**src/rtl/plt_pkg.sv**
```systemverilog
`timescale 1ns / 1ps

package plt_pkg;

  // Field widths of the request and response
  localparam int unsigned OP_W    = 2;
  localparam int unsigned KEY_W   = 64;
  localparam int unsigned ADDR_W  = 32;
  localparam int unsigned PORT_W  = 16;
  localparam int unsigned LAT_W   = 32;
  localparam int unsigned TIME_W  = 64;
  localparam int unsigned COUNT_W = 5;

  // Configuration registers
  localparam int unsigned CAP_CFG_W  = 5;
  localparam int unsigned TMO_W      = 32;
  localparam int unsigned CFG_IDX_W  = 1;
  localparam int unsigned CFG_DATA_W = 32;

  localparam logic [CFG_IDX_W-1:0] CFG_CAPACITY = 1'b0;
  localparam logic [CFG_IDX_W-1:0] CFG_TIMEOUT  = 1'b1;

  localparam logic [CAP_CFG_W-1:0] CAP_RESET = 5'd16;
  localparam logic [TMO_W-1:0]     TMO_RESET = 32'd60000;

  typedef enum logic [OP_W-1:0] {
    OP_INSERT = 2'd0,
    OP_LOOKUP = 2'd1,
    OP_SWEEP  = 2'd2
  } op_e;

  typedef enum logic [1:0] {
    SCAN_SEARCH,
    SCAN_SHIFT,
    SCAN_SWEEP
  } scan_mode_e;

  typedef enum logic [2:0] {
    ST_IDLE,
    ST_DISPATCH,
    ST_SEARCH,
    ST_SHIFT,
    ST_APPEND,
    ST_SWEEP,
    ST_FINISH
  } state_e;

  typedef struct packed {
    logic [OP_W-1:0]   op;
    logic [KEY_W-1:0]  peer_key;
    logic [ADDR_W-1:0] peer_address;
    logic [PORT_W-1:0] peer_port;
    logic [LAT_W-1:0]  latency_bits;
    logic [TIME_W-1:0] now_time;
  } req_t;

  typedef struct packed {
    logic               status;
    logic [LAT_W-1:0]   found_latency;
    logic [COUNT_W-1:0] entry_count;
  } rsp_t;

  typedef struct packed {
    logic       load;
    logic       scan_start;
    scan_mode_e scan_mode;
    logic       write_hit;
    logic       append;
    logic       commit;
    logic       result_load;
  } cmd_t;

  typedef struct packed {
    logic [OP_W-1:0] op;
    logic            scan_busy;
    logic            hit;
    logic            full;
    logic            out_free;
  } status_t;

endpackage

```
**src/rtl/plt_ctrl.sv**
```systemverilog
`timescale 1ns / 1ps

module plt_ctrl (
  input  logic             clk_i,
  input  logic             rst_ni,
  input  logic             in_valid_i,
  output logic             in_ready_o,
  input  plt_pkg::status_t status_i,
  output plt_pkg::cmd_t    cmd_o
);

  import plt_pkg::*;

  state_e state_q, state_d;

  always_ff @(posedge clk_i or negedge rst_ni) begin
    if (!rst_ni) begin
      state_q <= ST_IDLE;
    end else begin
      state_q <= state_d;
    end
  end

  always_comb begin
    state_d          = state_q;
    cmd_o            = '0;
    cmd_o.scan_mode  = SCAN_SEARCH;
    in_ready_o       = 1'b0;
    unique case (state_q)
      ST_IDLE: begin
        in_ready_o = 1'b1;
        if (in_valid_i) begin
          cmd_o.load = 1'b1;
          state_d    = ST_DISPATCH;
        end
      end
      ST_DISPATCH: begin
        case (status_i.op) inside
          OP_INSERT, OP_LOOKUP: begin
            cmd_o.scan_start = 1'b1;
            cmd_o.scan_mode  = SCAN_SEARCH;
            state_d          = ST_SEARCH;
          end
          OP_SWEEP: begin
            cmd_o.scan_start = 1'b1;
            cmd_o.scan_mode  = SCAN_SWEEP;
            state_d          = ST_SWEEP;
          end
          default: begin
            state_d = ST_FINISH;
          end
        endcase
      end
      ST_SEARCH: begin
        if (!status_i.scan_busy) begin
          state_d = ST_FINISH;
          if (status_i.op == OP_INSERT) begin
            if (status_i.hit) begin
              cmd_o.write_hit = 1'b1;
            end else if (status_i.full) begin
              // evict oldest entries before appending
              cmd_o.scan_start = 1'b1;
              cmd_o.scan_mode  = SCAN_SHIFT;
              state_d          = ST_SHIFT;
            end else begin
              cmd_o.append = 1'b1;
            end
          end
        end
      end
      ST_SHIFT: begin
        if (!status_i.scan_busy) begin
          cmd_o.commit = 1'b1;
          state_d      = ST_APPEND;
        end
      end
      ST_APPEND: begin
        cmd_o.append = 1'b1;
        state_d      = ST_FINISH;
      end
      ST_SWEEP: begin
        if (!status_i.scan_busy) begin
          cmd_o.commit = 1'b1;
          state_d      = ST_FINISH;
        end
      end
      ST_FINISH: begin
        // hold until the output register can take the result
        if (status_i.out_free) begin
          cmd_o.result_load = 1'b1;
          state_d           = ST_IDLE;
        end
      end
      default: begin
        state_d = ST_IDLE;
      end
    endcase
  end

`ifndef SYNTHESIS
  a_load_free: assert property (@(posedge clk_i) disable iff (!rst_ni)
    cmd_o.result_load |-> status_i.out_free)
    else $error("result loaded while output register busy");

  a_start_idle: assert property (@(posedge clk_i) disable iff (!rst_ni)
    cmd_o.scan_start |-> !status_i.scan_busy)
    else $error("scan started while a scan runs");

  a_busy_cause: assert property (@(posedge clk_i) disable iff (!rst_ni)
    $rose(status_i.scan_busy) |-> $past(cmd_o.scan_start))
    else $error("scan began without a start command");
`endif

endmodule

```
**config.mk**
```make
export PLATFORM = sky130hd
export DESIGN_NAME = plt_ctrl
export DESIGN_NICKNAME = d
export VERILOG_FILES = /design/src/rtl/plt_pkg.sv /design/src/rtl/plt_ctrl.sv
export SDC_FILE = /design/constraint.sdc
export NUM_CORES = 1
export LEC_CHECK = 0
export BUFFER_PORTS_ARGS = -buffer_cell sky130_fd_sc_hd__buf_2
export CAP_MARGIN = 20
export CORE_AREA = 2 2 39 41
export DETAILED_ROUTE_END_ITERATION = 8
export DIE_AREA = 0 0 41 43
export PLACE_DENSITY = 0.56
export SYNTH_ARGS = -nofsm -noshare
export SYNTH_HDL_FRONTEND = slang
export SYNTH_SLANG_ARGS = --single-unit
export TNS_END_PERCENT = 100
```
**constraint.sdc**
```tcl
create_clock -name clk_i -period 2.01 [get_ports clk_i]
set_input_delay 0.402 -clock clk_i [delete_from_list [all_inputs] [get_ports clk_i]]
set_output_delay 0.402 -clock clk_i [all_outputs]
set_load 0.02 [all_outputs]
```
==> summary.md <==
| Metric | Value |
|---|---|
| Outcome | finished, violations left |
| Failing checks | negative setup slack |
| Worst setup SP type | input pin |
| Worst-path clk slew | 0.04 ns |
| FF-to-FF End | state_q[1] |
| H-tree depth | 1 |
| Total power | roughly 710 uW |
| Chip width | 41 um |
| CTS tree | yes |
| Max-slew headroom | 77.7% |
| Crit-path max FO | 2 |
| Ys flop type | dfrtp_1 |
| Crit Path Category | in -> out |
| Crit path required time | 1.61 ns |
| P&R area growth vs syn | 55.8% |
| Largest net degree at the start of global routing | 14 |
| Max-Cap Viols | 0 |
| DRC Markers | 0 |
| Yosys top cell by area | dfrtp_1 |
| Seq pwr share | a little under a fifth |
| #FFs+latches synth | 3 |
| Routed vias | 439 |
| Yosys top cell area share | 20.4% |
| Crit. End Element | output pin |
| Total Die Area | 1760 um^2 |
| Wire per inst | 11.3 um |
| Placer Congestion | 0.671 |
| Top cells by count, synth | a21oi_1 (4), nand2b_1 (4), dfrtp_1 (3), o21ai_0 (3) |
| Synth Warn # | 0 |
| Area of the core | 1380 um^2 |
| Post-route setup slack | -0.0111 ns |
| Antenna violations before repair | 0 |
| Logic pwr share | 66.7% |
| Syn Std Cell Area | 368 um^2 |
| Reported net switching power | ~330 uW |
| Num rows | 14 |
| Clock Tree Buf Depth | 2 |
| Int Pwr | around 370 uW |
| Clock power share | around 15% |
| Post-synth EDFFs | 0 |
| Top-Level Pins | 18 |
| Fmax | roughly 490 MHz |
| N_diodes | 0 |
| Die Y | 43 um |
| Max VDD drop | between 0.0003 and 0.0004 V |
| Pleak | about 0.27 nW |
| Setup TNS | -0.0111 ns |
| Async set-or-reset flop fraction in the synthesized netlist | 100% |
| Post-route ant nets | 0 |
| Syn nets | 56 |
| Hold Path Class | in -> async |
| Largest Register | state_q |
| Initial DRT Pass Iterations | 4 |
| Global Route Usage Sum | 12.8% |
| Syn avg cell area | 7.83 um^2 |
| Seq/Total Area, Yosys | 20.4% |
| R2R cell count | 4 |
| Clock Tree Root | clkbuf_4 |
| Critical Path AT | 1.62 ns |
| Reg2reg setup slack | 0.41 ns |
| Wirelength, routed | ~980 um |
| Vias in the first global route | 382 |
| GRT overflow | 0 |
| Layout Nets | between 80 and 90 |
| Share of cells above drive strength 1 | 46.5% |
| Placed cell area | 512 um^2 |
| Pwr Density | 1230 nW/um^2 |
| Vias per inst | just over 5 |
| Clk_skew | 0.00561 ns |
| Synth unique cells | 31 |
| Clock sinks | 3 |
| First-pass GRT wire length | approximately 1.6 mm |
| RSZ-0062 raised after global routing | true |
| Sw Share | 47.1% |
| Final setup fails | 1 |
| FF-to-FF Start | state_q[2] |
| Ranking of synthesized cells by area | dfrtp_1 (20%), nand2b_1 (6.8%), a21oi_1 (5.4%), and3b_1 (4.8%), o21ai_0 (4.1%) |
| First DRT Iteration DRCs | 4 |
| Total CTS buffers | 3 |
| Min Tclk post-route | 2.02 ns |
| Synth Instances | 47 |
| Post-route clock period utilization | 101% |
| Slew @ Worst Pin | 0.332 ns |
| Worst skew pair latency | ~0.23 ns |
| Max reg flops | 3 |
| Post-route cell area | ~570 um^2 |
| Post-DP HPWL | ~750 um |
| Leading registers by flop count | state_q: 3 flops |
| Final hold violations | 0 |
| Hold Worst Slack | 0.487 ns |
| IO Port Bufs | 17 |
| Max Slew Vio Count | 0 |
| Initial Util | 26.6% |
area by class of cell:
cell class | instances | area (um^2)
Clock buffer | 4 | 26.3
Fill cell | 152 | 811
Timing Repair Buffer | 24 | 153
Multi-Input combinational cell | 40 | 299
Tap cell | 16 | 20.0
Sequential cell | 3 | 75.1
worst max-delay path, stage by stage:
cell     delay [ns]
buf_6          0.09
or4b_4         0.52
or3_4          0.35
a21oi_4        0.12
buf_6          0.13
how the worst max path moves through the flow:
stage / end / depth (start not counted) / startpoint
after floorplan: cmd_o[7] / 4 / state_q[2]
after global placement: cmd_o[6] / 5 / status_i[5]
after detailed placement: cmd_o[6] / 5 / status_i[5]
after CTS: cmd_o[6] / 5 / status_i[5]
after global routing: cmd_o[6] / 5 / status_i[5]
final: cmd_o[6] / 5 / status_i[5]
power by group through the flow:
stage	clock, mW	combinational (mW)	sequential (mW)
2_1_floorplan	0	0.348	0.108
3_3_place_gp	0	0.458	0.127
3_5_place_dp	0	0.460	0.128
4_1_cts	0.112	0.467	0.128
5_1_grt	0.111	0.527	0.136
6_report	0.105	0.472	0.130
per-layer routing:
metal	part of all wire (%)	vias up	GRT usage (%)	wire (um)
met5	0	-	0	0
met4	0	0	6.00	0
met3	6.0	0	1.57	59
met2	47	15	17.2	459
met1	47	195	19.5	462
li1	-	229	-	-
through the flow:
step / util, % / worst slack, ns / std cells
after floorplan: - / 0.0449 / 47
after global placement: 37.0 / -0.0586 / 82
after detailed placement: 37.0 / -0.0731 / 82
after CTS: 40.2 / -0.00272 / 87
after global routing: 41.4 / -0.0412 / 87
final: 41.4 / -0.0111 / 87
cells by family (layout without fill, tap and decap cells):
| family | after synthesis | count (layout) | share of synthesized area, % |
|---|---|---|---|
| AO/OA/AOI/OAI | 15 | 15 | 29.3 |
| XOR/XNOR | 1 | 1 | 2.38 |
| buffers and inverters | 4 | 28 | 4.42 |
| flip-flops | 3 | 3 | 20.4 |
| AND/OR/NAND/NOR | 24 | 24 | 43.5 |
what timing repair did:
item	CTS	global route
hold buffers	1	0
setup buffers	0	0
setup endpoints to repair	1	1
pin swaps	1	0
endpoints found under the hold margin	3	0
resized for setup	2	3
placed cells by master, fill, tap and decap left out, drive strengths merged, types with 2 or more instances in the layout:
cell    synthesis  routed
a21oi           4       4
and3            2       2
and3b           2       2
buf             2      23
clkbuf          2       4
dfrtp           3       3
nand2b          4       4
nor2b           2       2
nor3            2       2
nor4            2       2
o21ai           3       3
o31ai           2       2
Power figures use the tool's default switching activity.
