==> src/rtl/plt_pkg.sv <==
`timescale 1ns / 1ps

package plt_pkg;

  // Field widths of the request and response
  localparam int unsigned OP_W    = 2;
  localparam int unsigned KEY_W   = 64;
  localparam int unsigned ADDR_W  = 32;
  localparam int unsigned PORT_W  = 16;
  localparam int unsigned LAT_W   = 32;
  localparam int unsigned TIME_W  = 64;
  localparam int unsigned COUNT_W = 5;

  // Configuration registers
  localparam int unsigned CAP_CFG_W  = 5;
  localparam int unsigned TMO_W      = 32;
  localparam int unsigned CFG_IDX_W  = 1;
  localparam int unsigned CFG_DATA_W = 32;

  localparam logic [CFG_IDX_W-1:0] CFG_CAPACITY = 1'b0;
  localparam logic [CFG_IDX_W-1:0] CFG_TIMEOUT  = 1'b1;

  localparam logic [CAP_CFG_W-1:0] CAP_RESET = 5'd16;
  localparam logic [TMO_W-1:0]     TMO_RESET = 32'd60000;

  typedef enum logic [OP_W-1:0] {
    OP_INSERT = 2'd0,
    OP_LOOKUP = 2'd1,
    OP_SWEEP  = 2'd2
  } op_e;

  typedef enum logic [1:0] {
    SCAN_SEARCH,
    SCAN_SHIFT,
    SCAN_SWEEP
  } scan_mode_e;

  typedef enum logic [2:0] {
    ST_IDLE,
    ST_DISPATCH,
    ST_SEARCH,
    ST_SHIFT,
    ST_APPEND,
    ST_SWEEP,
    ST_FINISH
  } state_e;

  typedef struct packed {
    logic [OP_W-1:0]   op;
    logic [KEY_W-1:0]  peer_key;
    logic [ADDR_W-1:0] peer_address;
    logic [PORT_W-1:0] peer_port;
    logic [LAT_W-1:0]  latency_bits;
    logic [TIME_W-1:0] now_time;
  } req_t;

  typedef struct packed {
    logic               status;
    logic [LAT_W-1:0]   found_latency;
    logic [COUNT_W-1:0] entry_count;
  } rsp_t;

  typedef struct packed {
    logic       load;
    logic       scan_start;
    scan_mode_e scan_mode;
    logic       write_hit;
    logic       append;
    logic       commit;
    logic       result_load;
  } cmd_t;

  typedef struct packed {
    logic [OP_W-1:0] op;
    logic            scan_busy;
    logic            hit;
    logic            full;
    logic            out_free;
  } status_t;

endpackage

==> src/rtl/plt_ram.sv <==
`timescale 1ns / 1ps

module plt_ram #(
  parameter int unsigned WIDTH = 8,
  parameter int unsigned DEPTH = 16
) (
  input  logic                     clk_i,
  input  logic                     we_i,
  input  logic [$clog2(DEPTH)-1:0] waddr_i,
  input  logic [WIDTH-1:0]         wdata_i,
  input  logic [$clog2(DEPTH)-1:0] raddr_i,
  output logic [WIDTH-1:0]         rdata_o
);

  logic [WIDTH-1:0] mem_q [DEPTH];
  logic [WIDTH-1:0] rdata_q;

  always_ff @(posedge clk_i) begin
    if (we_i) begin
      mem_q[waddr_i] <= wdata_i;
    end
    rdata_q <= mem_q[raddr_i];
  end

  assign rdata_o = rdata_q;

endmodule

==> src/rtl/plt_dp.sv <==
`timescale 1ns / 1ps

module plt_dp #(
  parameter int unsigned MAX_ENTRIES = 16,
  parameter int unsigned KEY_BITS    = 64
) (
  input  logic                             clk_i,
  input  logic                             rst_ni,
  input  plt_pkg::req_t                    in_req_i,
  input  logic                             out_ready_i,
  output logic                             out_valid_o,
  output plt_pkg::rsp_t                    out_rsp_o,
  input  logic                             cfg_we_i,
  input  logic [plt_pkg::CFG_IDX_W-1:0]    cfg_idx_i,
  input  logic [plt_pkg::CFG_DATA_W-1:0]   cfg_data_i,
  input  plt_pkg::cmd_t                    cmd_i,
  output plt_pkg::status_t                 status_o
);

  import plt_pkg::*;

  localparam int unsigned IDX_W = $clog2(MAX_ENTRIES);
  localparam int unsigned CNT_W = $clog2(MAX_ENTRIES + 1);
  localparam int unsigned CAP_W = (CNT_W > CAP_CFG_W) ? CNT_W : CAP_CFG_W;
  localparam int unsigned ENT_W = KEY_BITS + ADDR_W + PORT_W + LAT_W + TIME_W;
  localparam int unsigned LAT_LO = TIME_W;

  // request and configuration
  req_t                 req_q;
  logic [CAP_CFG_W-1:0] cap_q;
  logic [TMO_W-1:0]     tmo_q;

  // table occupancy and scan engine
  logic [CNT_W-1:0] count_q;
  logic             scan_active_q;
  scan_mode_e       scan_mode_q;
  logic [CNT_W-1:0] rptr_q;
  logic [CNT_W-1:0] wptr_q;
  logic             rd_pend_q;
  logic [IDX_W-1:0] rd_idx_q;
  logic             hit_q;
  logic [IDX_W-1:0] hit_idx_q;
  logic [LAT_W-1:0] hit_lat_q;

  // output register
  logic out_valid_q;
  rsp_t rsp_q;

  // entry RAM
  logic             ram_we;
  logic [IDX_W-1:0] ram_waddr;
  logic [ENT_W-1:0] ram_wdata;
  logic [ENT_W-1:0] ram_rdata;

  logic [CAP_W-1:0]    cap_ext;
  logic [CNT_W-1:0]    eff_cap;
  logic                full;
  logic [CNT_W-1:0]    drop;
  logic                issue;
  logic [KEY_BITS-1:0] req_key;
  logic [TIME_W-1:0]   age;
  logic                keep;
  logic                match;
  logic                scan_wr;
  logic [ENT_W-1:0]    new_entry;
  logic                is_lookup;

  plt_ram #(
    .WIDTH (ENT_W),
    .DEPTH (MAX_ENTRIES)
  ) u_ram (
    .clk_i   (clk_i),
    .we_i    (ram_we),
    .waddr_i (ram_waddr),
    .wdata_i (ram_wdata),
    .raddr_i (rptr_q[IDX_W-1:0]),
    .rdata_o (ram_rdata)
  );

  // capacity clamped to the range 1 .. MAX_ENTRIES
  assign cap_ext = CAP_W'(cap_q);
  always_comb begin
    if (cap_ext == '0) begin
      eff_cap = CNT_W'(1);
    end else if (cap_ext > CAP_W'(MAX_ENTRIES)) begin
      eff_cap = CNT_W'(MAX_ENTRIES);
    end else begin
      eff_cap = cap_ext[CNT_W-1:0];
    end
  end

  assign full = (count_q >= eff_cap);
  assign drop = count_q - eff_cap + CNT_W'(1);

  assign req_key   = req_q.peer_key[KEY_BITS-1:0];
  assign new_entry = {req_key, req_q.peer_address, req_q.peer_port,
                      req_q.latency_bits, req_q.now_time};

  assign issue = scan_active_q && (rptr_q < count_q);
  assign age   = req_q.now_time - ram_rdata[TIME_W-1:0];
  assign keep  = (age[TIME_W-1:TMO_W] == '0) && (age[TMO_W-1:0] < tmo_q);
  assign match = rd_pend_q && (scan_mode_q == SCAN_SEARCH) &&
                 (ram_rdata[ENT_W-1 -: KEY_BITS] == req_key);
  assign scan_wr = rd_pend_q && ((scan_mode_q == SCAN_SHIFT) ||
                                 ((scan_mode_q == SCAN_SWEEP) && keep));

  // compaction writes trail the reads, so they never hit an unread entry
  always_comb begin
    ram_we    = 1'b0;
    ram_waddr = wptr_q[IDX_W-1:0];
    ram_wdata = ram_rdata;
    if (scan_wr) begin
      ram_we = 1'b1;
    end else if (cmd_i.write_hit) begin
      ram_we    = 1'b1;
      ram_waddr = hit_idx_q;
      ram_wdata = new_entry;
    end else if (cmd_i.append) begin
      ram_we    = 1'b1;
      ram_waddr = count_q[IDX_W-1:0];
      ram_wdata = new_entry;
    end
  end

  always_ff @(posedge clk_i or negedge rst_ni) begin
    if (!rst_ni) begin
      cap_q         <= CAP_RESET;
      tmo_q         <= TMO_RESET;
      count_q       <= '0;
      scan_active_q <= 1'b0;
      scan_mode_q   <= SCAN_SEARCH;
      rptr_q        <= '0;
      wptr_q        <= '0;
      rd_pend_q     <= 1'b0;
      hit_q         <= 1'b0;
      out_valid_q   <= 1'b0;
    end else begin
      if (cfg_we_i) begin
        unique case (cfg_idx_i)
          CFG_CAPACITY: cap_q <= cfg_data_i[CAP_CFG_W-1:0];
          CFG_TIMEOUT:  tmo_q <= cfg_data_i[TMO_W-1:0];
          default: ;
        endcase
      end

      if (cmd_i.load) begin
        hit_q <= 1'b0;
      end

      if (cmd_i.scan_start) begin
        scan_active_q <= 1'b1;
        scan_mode_q   <= cmd_i.scan_mode;
        rptr_q        <= (cmd_i.scan_mode == SCAN_SHIFT) ? drop : '0;
        wptr_q        <= '0;
        rd_pend_q     <= 1'b0;
      end else if (scan_active_q) begin
        if (issue) begin
          rptr_q <= rptr_q + CNT_W'(1);
        end
        rd_pend_q <= issue && !match;
        if (scan_wr) begin
          wptr_q <= wptr_q + CNT_W'(1);
        end
        if (match) begin
          hit_q         <= 1'b1;
          scan_active_q <= 1'b0;
        end else if (!issue && !rd_pend_q) begin
          scan_active_q <= 1'b0;
        end
      end

      if (cmd_i.commit) begin
        count_q <= wptr_q;
      end else if (cmd_i.append) begin
        count_q <= count_q + CNT_W'(1);
      end

      if (cmd_i.result_load) begin
        out_valid_q <= 1'b1;
      end else if (out_ready_i) begin
        out_valid_q <= 1'b0;
      end
    end
  end

  assign is_lookup = (req_q.op == OP_LOOKUP);

  always_ff @(posedge clk_i) begin
    if (cmd_i.load) begin
      req_q <= in_req_i;
    end
    if (scan_active_q) begin
      rd_idx_q <= rptr_q[IDX_W-1:0];
    end
    if (match) begin
      hit_idx_q <= rd_idx_q;
      hit_lat_q <= ram_rdata[LAT_LO +: LAT_W];
    end
    if (cmd_i.result_load) begin
      rsp_q.status        <= is_lookup && !hit_q;
      rsp_q.found_latency <= (is_lookup && hit_q) ? hit_lat_q : '0;
      rsp_q.entry_count   <= COUNT_W'(count_q);
    end
  end

  assign out_valid_o = out_valid_q;
  assign out_rsp_o   = rsp_q;

  assign status_o.op        = req_q.op;
  assign status_o.scan_busy = scan_active_q;
  assign status_o.hit       = hit_q;
  assign status_o.full      = full;
  assign status_o.out_free  = !out_valid_q || out_ready_i;

`ifndef SYNTHESIS
  a_count_max: assert property (@(posedge clk_i) disable iff (!rst_ni)
    count_q <= CNT_W'(MAX_ENTRIES))
    else $error("entry count above table depth");

  a_write_trails: assert property (@(posedge clk_i) disable iff (!rst_ni)
    (scan_active_q && rd_pend_q) |-> (wptr_q <= CNT_W'(rd_idx_q)))
    else $error("compaction write ahead of read");
`endif

endmodule

==> config.mk <==
export PLATFORM = sky130hd
export DESIGN_NAME = plt_dp
export DESIGN_NICKNAME = d
export VERILOG_FILES = /design/src/rtl/plt_pkg.sv /design/src/rtl/plt_ram.sv /design/src/rtl/plt_dp.sv
export SDC_FILE = /design/constraint.sdc
export NUM_CORES = 2
export LEC_CHECK = 0
export ABC_CLOCK_PERIOD_IN_PS = 15800
export BUFFER_PORTS_ARGS = -buffer_cell sky130_fd_sc_hd__buf_2
export CORE_ASPECT_RATIO = 0.6
export CORE_MARGIN = 2
export CORE_UTILIZATION = 30
export CTS_CLUSTER_DIAMETER = 40
export DETAILED_ROUTE_END_ITERATION = 8
export PLACE_DENSITY_LB_ADDON = 0.15
export SYNTH_ARGS = -nofsm -noshare
export SYNTH_HDL_FRONTEND = slang
export SYNTH_SLANG_ARGS = --single-unit
==> constraint.sdc <==
create_clock -name clk_i -period 15.8 [get_ports clk_i]
set_input_delay 0.79 -clock clk_i [delete_from_list [all_inputs] [get_ports clk_i]]
set_output_delay 0.79 -clock clk_i [all_outputs]
set_load 0.01 [all_outputs]
==> reports/metrics.cfg <==
[critical_path]
crit_buf_inv = 4
worstSetupPathType = flip-flop to flip-flop
crit_family = compound AO/OA/AOI/OAI gates
critPathMaxFanout = 39
critPathMostFrequentCell = buf_4
max_stage_delay_ps = 870
cp_slowest_cell = a2111oi_0
reg2reg_depth = 25
cp-start-kind = flip-flop
rr_endpoint = u_ram.mem_q[8][179]
crit_required_ps = 16340
critPathCaptureType = flip-flop
r2r_start = new_entry[0]
r2r_setup_slack_ps = 5950
arrival_ps = 10390

[global_route]
track_usage_pct = 16.6
grt_pass1_wl_mm = 470
grt-busiest-layer = met2
antenna_found_initial = 33
gr-total-overflow = 0
grt_max_degree = 137
grt_pass1_vias = 59984
met2_usage_pct = 25.4
grtUsageMet3_pct = 2.45
met1_usage_pct = 25.0

[power]
power.total_mw = 25.3
ir_worst_vdd_v = 0.000114
power_leakage_nw = 45.1
powerDensity_nw_per_um2 = 181

[yosys]
yosys_warnings = 0
yosys.area.top_type = edfxtp_1
yosysMostFrequentCell = edfxtp_1
yosys.area.top_type_share_pct = 71.4
syn_area_per_cell_um2 = 21.7
synthArstFlopShare_pct = 1.92
synth-edff-count = 2800
ys.flop_type = edfxtp_1
synth-seq-cells = 3018
ys_types = 101
synthTopCellsByCount = 2,800 x edfxtp_1, 800 x mux4_2, 176 x mux2_2
seq_area_frac_synth_pct = 75.3
synthCells = 5435
syn_nets = 5804
synth.cell_area_um2 = 118000
synth.area.top_cells = edfxtp_1 71%, mux4_2 15%, dfxtp_1 2.7%

[routing]
drt_iter0_drc = 4960
first_pass_iters = 5
drt_wl_total_mm = 334
post_drt_via_cell_ratio = 4.96
wl_per_cell_um = 28.9
vias = 57399
drc = 0
antenna_left = 0

[floorplan]
dieWidth_um = 813
rows = 178
die_h_um = 489
ios = 300
dieArea_um2 = 398000
initial_core_util_pct = 30.1
core-area_um2 = 391000

[clocking]
clk_pin_slew_worst_paths_ps = 50
cts_hold_buf = 104
tritoncts = yes
h-tree-depth = 5
cts_buffers = 385
worstSkewPairLatency_ps = 940
clockRootBuffer = clkbuf_16
cts_resized = 0
cts_setup_buffers = 0
cts.path.max_buffers = 4
cts_sinks = 3018

[timing]
tns_ps = 0
worstMarginPinSlew_ps = 1240
fin_crit_ps = 9850
finClkSkew_ps = 65.2
max_freq_mhz = 102
setup_viol = 0
hold_viol = 0
maxSlewHeadroom_pct = 17.1
slew_violations = 0
finalCritPeriodShare_pct = 62.4
rsz0062_at_grt = no

[status]
run_status = completed

[final_layout]
drive_gt1_share_pct = 32.6
syn_to_final_growth_pct = 19.0
nets = 6399
instances_no_fill = 11581
fillerInstances = 35946

[place]
dp.final_hpwl_mm = 182
routabilityCongestion = 0.838
port_buffers = 251
place_inst = 10759

[min_path]
min_delay_path_depth = 1
min_from = in_req_i[50]
hold_path.class = primary input to flip-flop
min_to = new_entry[50]

[flow_run]
drv_cap = 0

==> layout make-up <==
| class | instances | area (um2) | share of cell area, % |
|---|---|---|---|
| flip-flops and latches | 3018 | 88800 | 63.3 |
| multi-input cells | 2036 | 27600 | 19.7 |
| clock buffers | 444 | 10200 | 7.24 |
| well taps | 5220 | 6530 | 4.66 |
| clock inverters | 271 | 3330 | 2.38 |
| repair buffers | 462 | 3290 | 2.35 |
| inverters | 127 | 484 | 0.345 |
| diodes | 3 | 7.51 | 0.00536 |
==> stage by stage <==
stage               cell area, um2  setup slack (ps)  util, %  hold slack (ps)
finish                      140000              5950     35.8             88.0
global route                140000              5440     35.8             24.9
CTS                         140000              5580     35.8             2.99
detailed placement          126000              5580     32.1              407
global placement            126000              5630     32.1              404
floorplan                   118000              3300        -              400
==> layer usage <==
metal / vias up / part of all wire [%] / wire (um)
met4: 0 / 2.0 / 6530
li1: 23986 / - / -
met5: - / 0 / 0
met3: 444 / 4.7 / 15700
met2: 1549 / 45 / 151000
met1: 31420 / 48 / 161000
==> worst max-delay path by stage <==
stage             startpoint             endpoint  slack (ps)  cells past startpoint
2_1_floorplan   new_entry[0]   u_ram.mem_q[15][0]        3300                     23
3_3_place_gp   new_entry[14]  u_ram.mem_q[8][179]        5630                     22
3_5_place_dp   new_entry[14]  u_ram.mem_q[8][179]        5580                     22
4_1_cts        new_entry[14]  u_ram.mem_q[8][179]        5580                     22
5_1_grt         new_entry[0]  u_ram.mem_q[8][179]        5440                     25
6_report        new_entry[0]  u_ram.mem_q[8][179]        5950                     25
==> flip-flops by register name, indices dropped and copies added, names as in the netlist, 32 cells and up <==
name	count
u_ram.mem_q	2560
out_rsp_o	38
tmo_q	32
hit_lat_q	32
u_ram.rdata_o	160
new_entry	96
req_key	64
==> power breakdown <==
group | internal (mW) | total (mW) | switching [mW]
combinational | 2.55 | 5.98 | 3.43
sequential | 9.82 | 10.2 | 0.348
clock | 5.50 | 9.17 | 3.67
total | 17.9 | 25.3 | 7.45
==> logic make-up (layout without fill, tap and decap cells) <==
| kind of cell | count (synthesis) | count (layout) | share of synthesized area [%] |
|---|---|---|---|
| DFF | 3018 | 3018 | 75.3 |
| muxes | 1009 | 1009 | 17.3 |
| and+or+nand+nor | 433 | 433 | 1.93 |
| buffers and inverters | 381 | 1304 | 1.33 |
| AOI/OAI and AO/OA | 363 | 363 | 2.02 |
| xor gates and xnor gates | 117 | 117 | 0.870 |
| adders and majority gates | 114 | 114 | 1.23 |
| other | 0 | 3 | 0 |
==> placed cells by master, fill, tap and decap left out, drive strengths merged, types with 36 or more instances in the layout <==
cell type,synthesis,final
edfxtp,2800,2800
mux4,800,800
clkbuf,149,444
buf,105,358
mux2,200,200
inv,126,185
dfxtp,160,160
a21oi,124,124
clkinv,1,115
nand2,112,112
ha,111,111
dlygate4sd3,0,104
nor2,95,95
o21ai,83,83
xnor2,62,62
xor2,55,55
nand4,54,54
clkinvlp,0,50
dfrtp,50,50
bufinv,0,48
and2,36,36
==> worst reg2reg max path: stages, from the launching register on <==
cell,delay (ps)
edfxtp_1,330
inv_1,50
ha_1,250
fa_1,430
and2b_1,260
o2111ai_2,200
a21oi_2,310
a31oi_4,200
o41ai_1,560
a21oi_1,190
xnor2_1,280
ha_1,290
nand4_1,150
a211oi_1,70
a2111oi_0,870
o211ai_1,200
nor4_1,330
nand3_1,210
nor4_4,360
nand4_4,330
o211ai_4,250
buf_4,450
a32oi_1,460
nor2_4,790
buf_4,740
buf_4,830
Note: power is estimated with default switching activity, not from simulation.
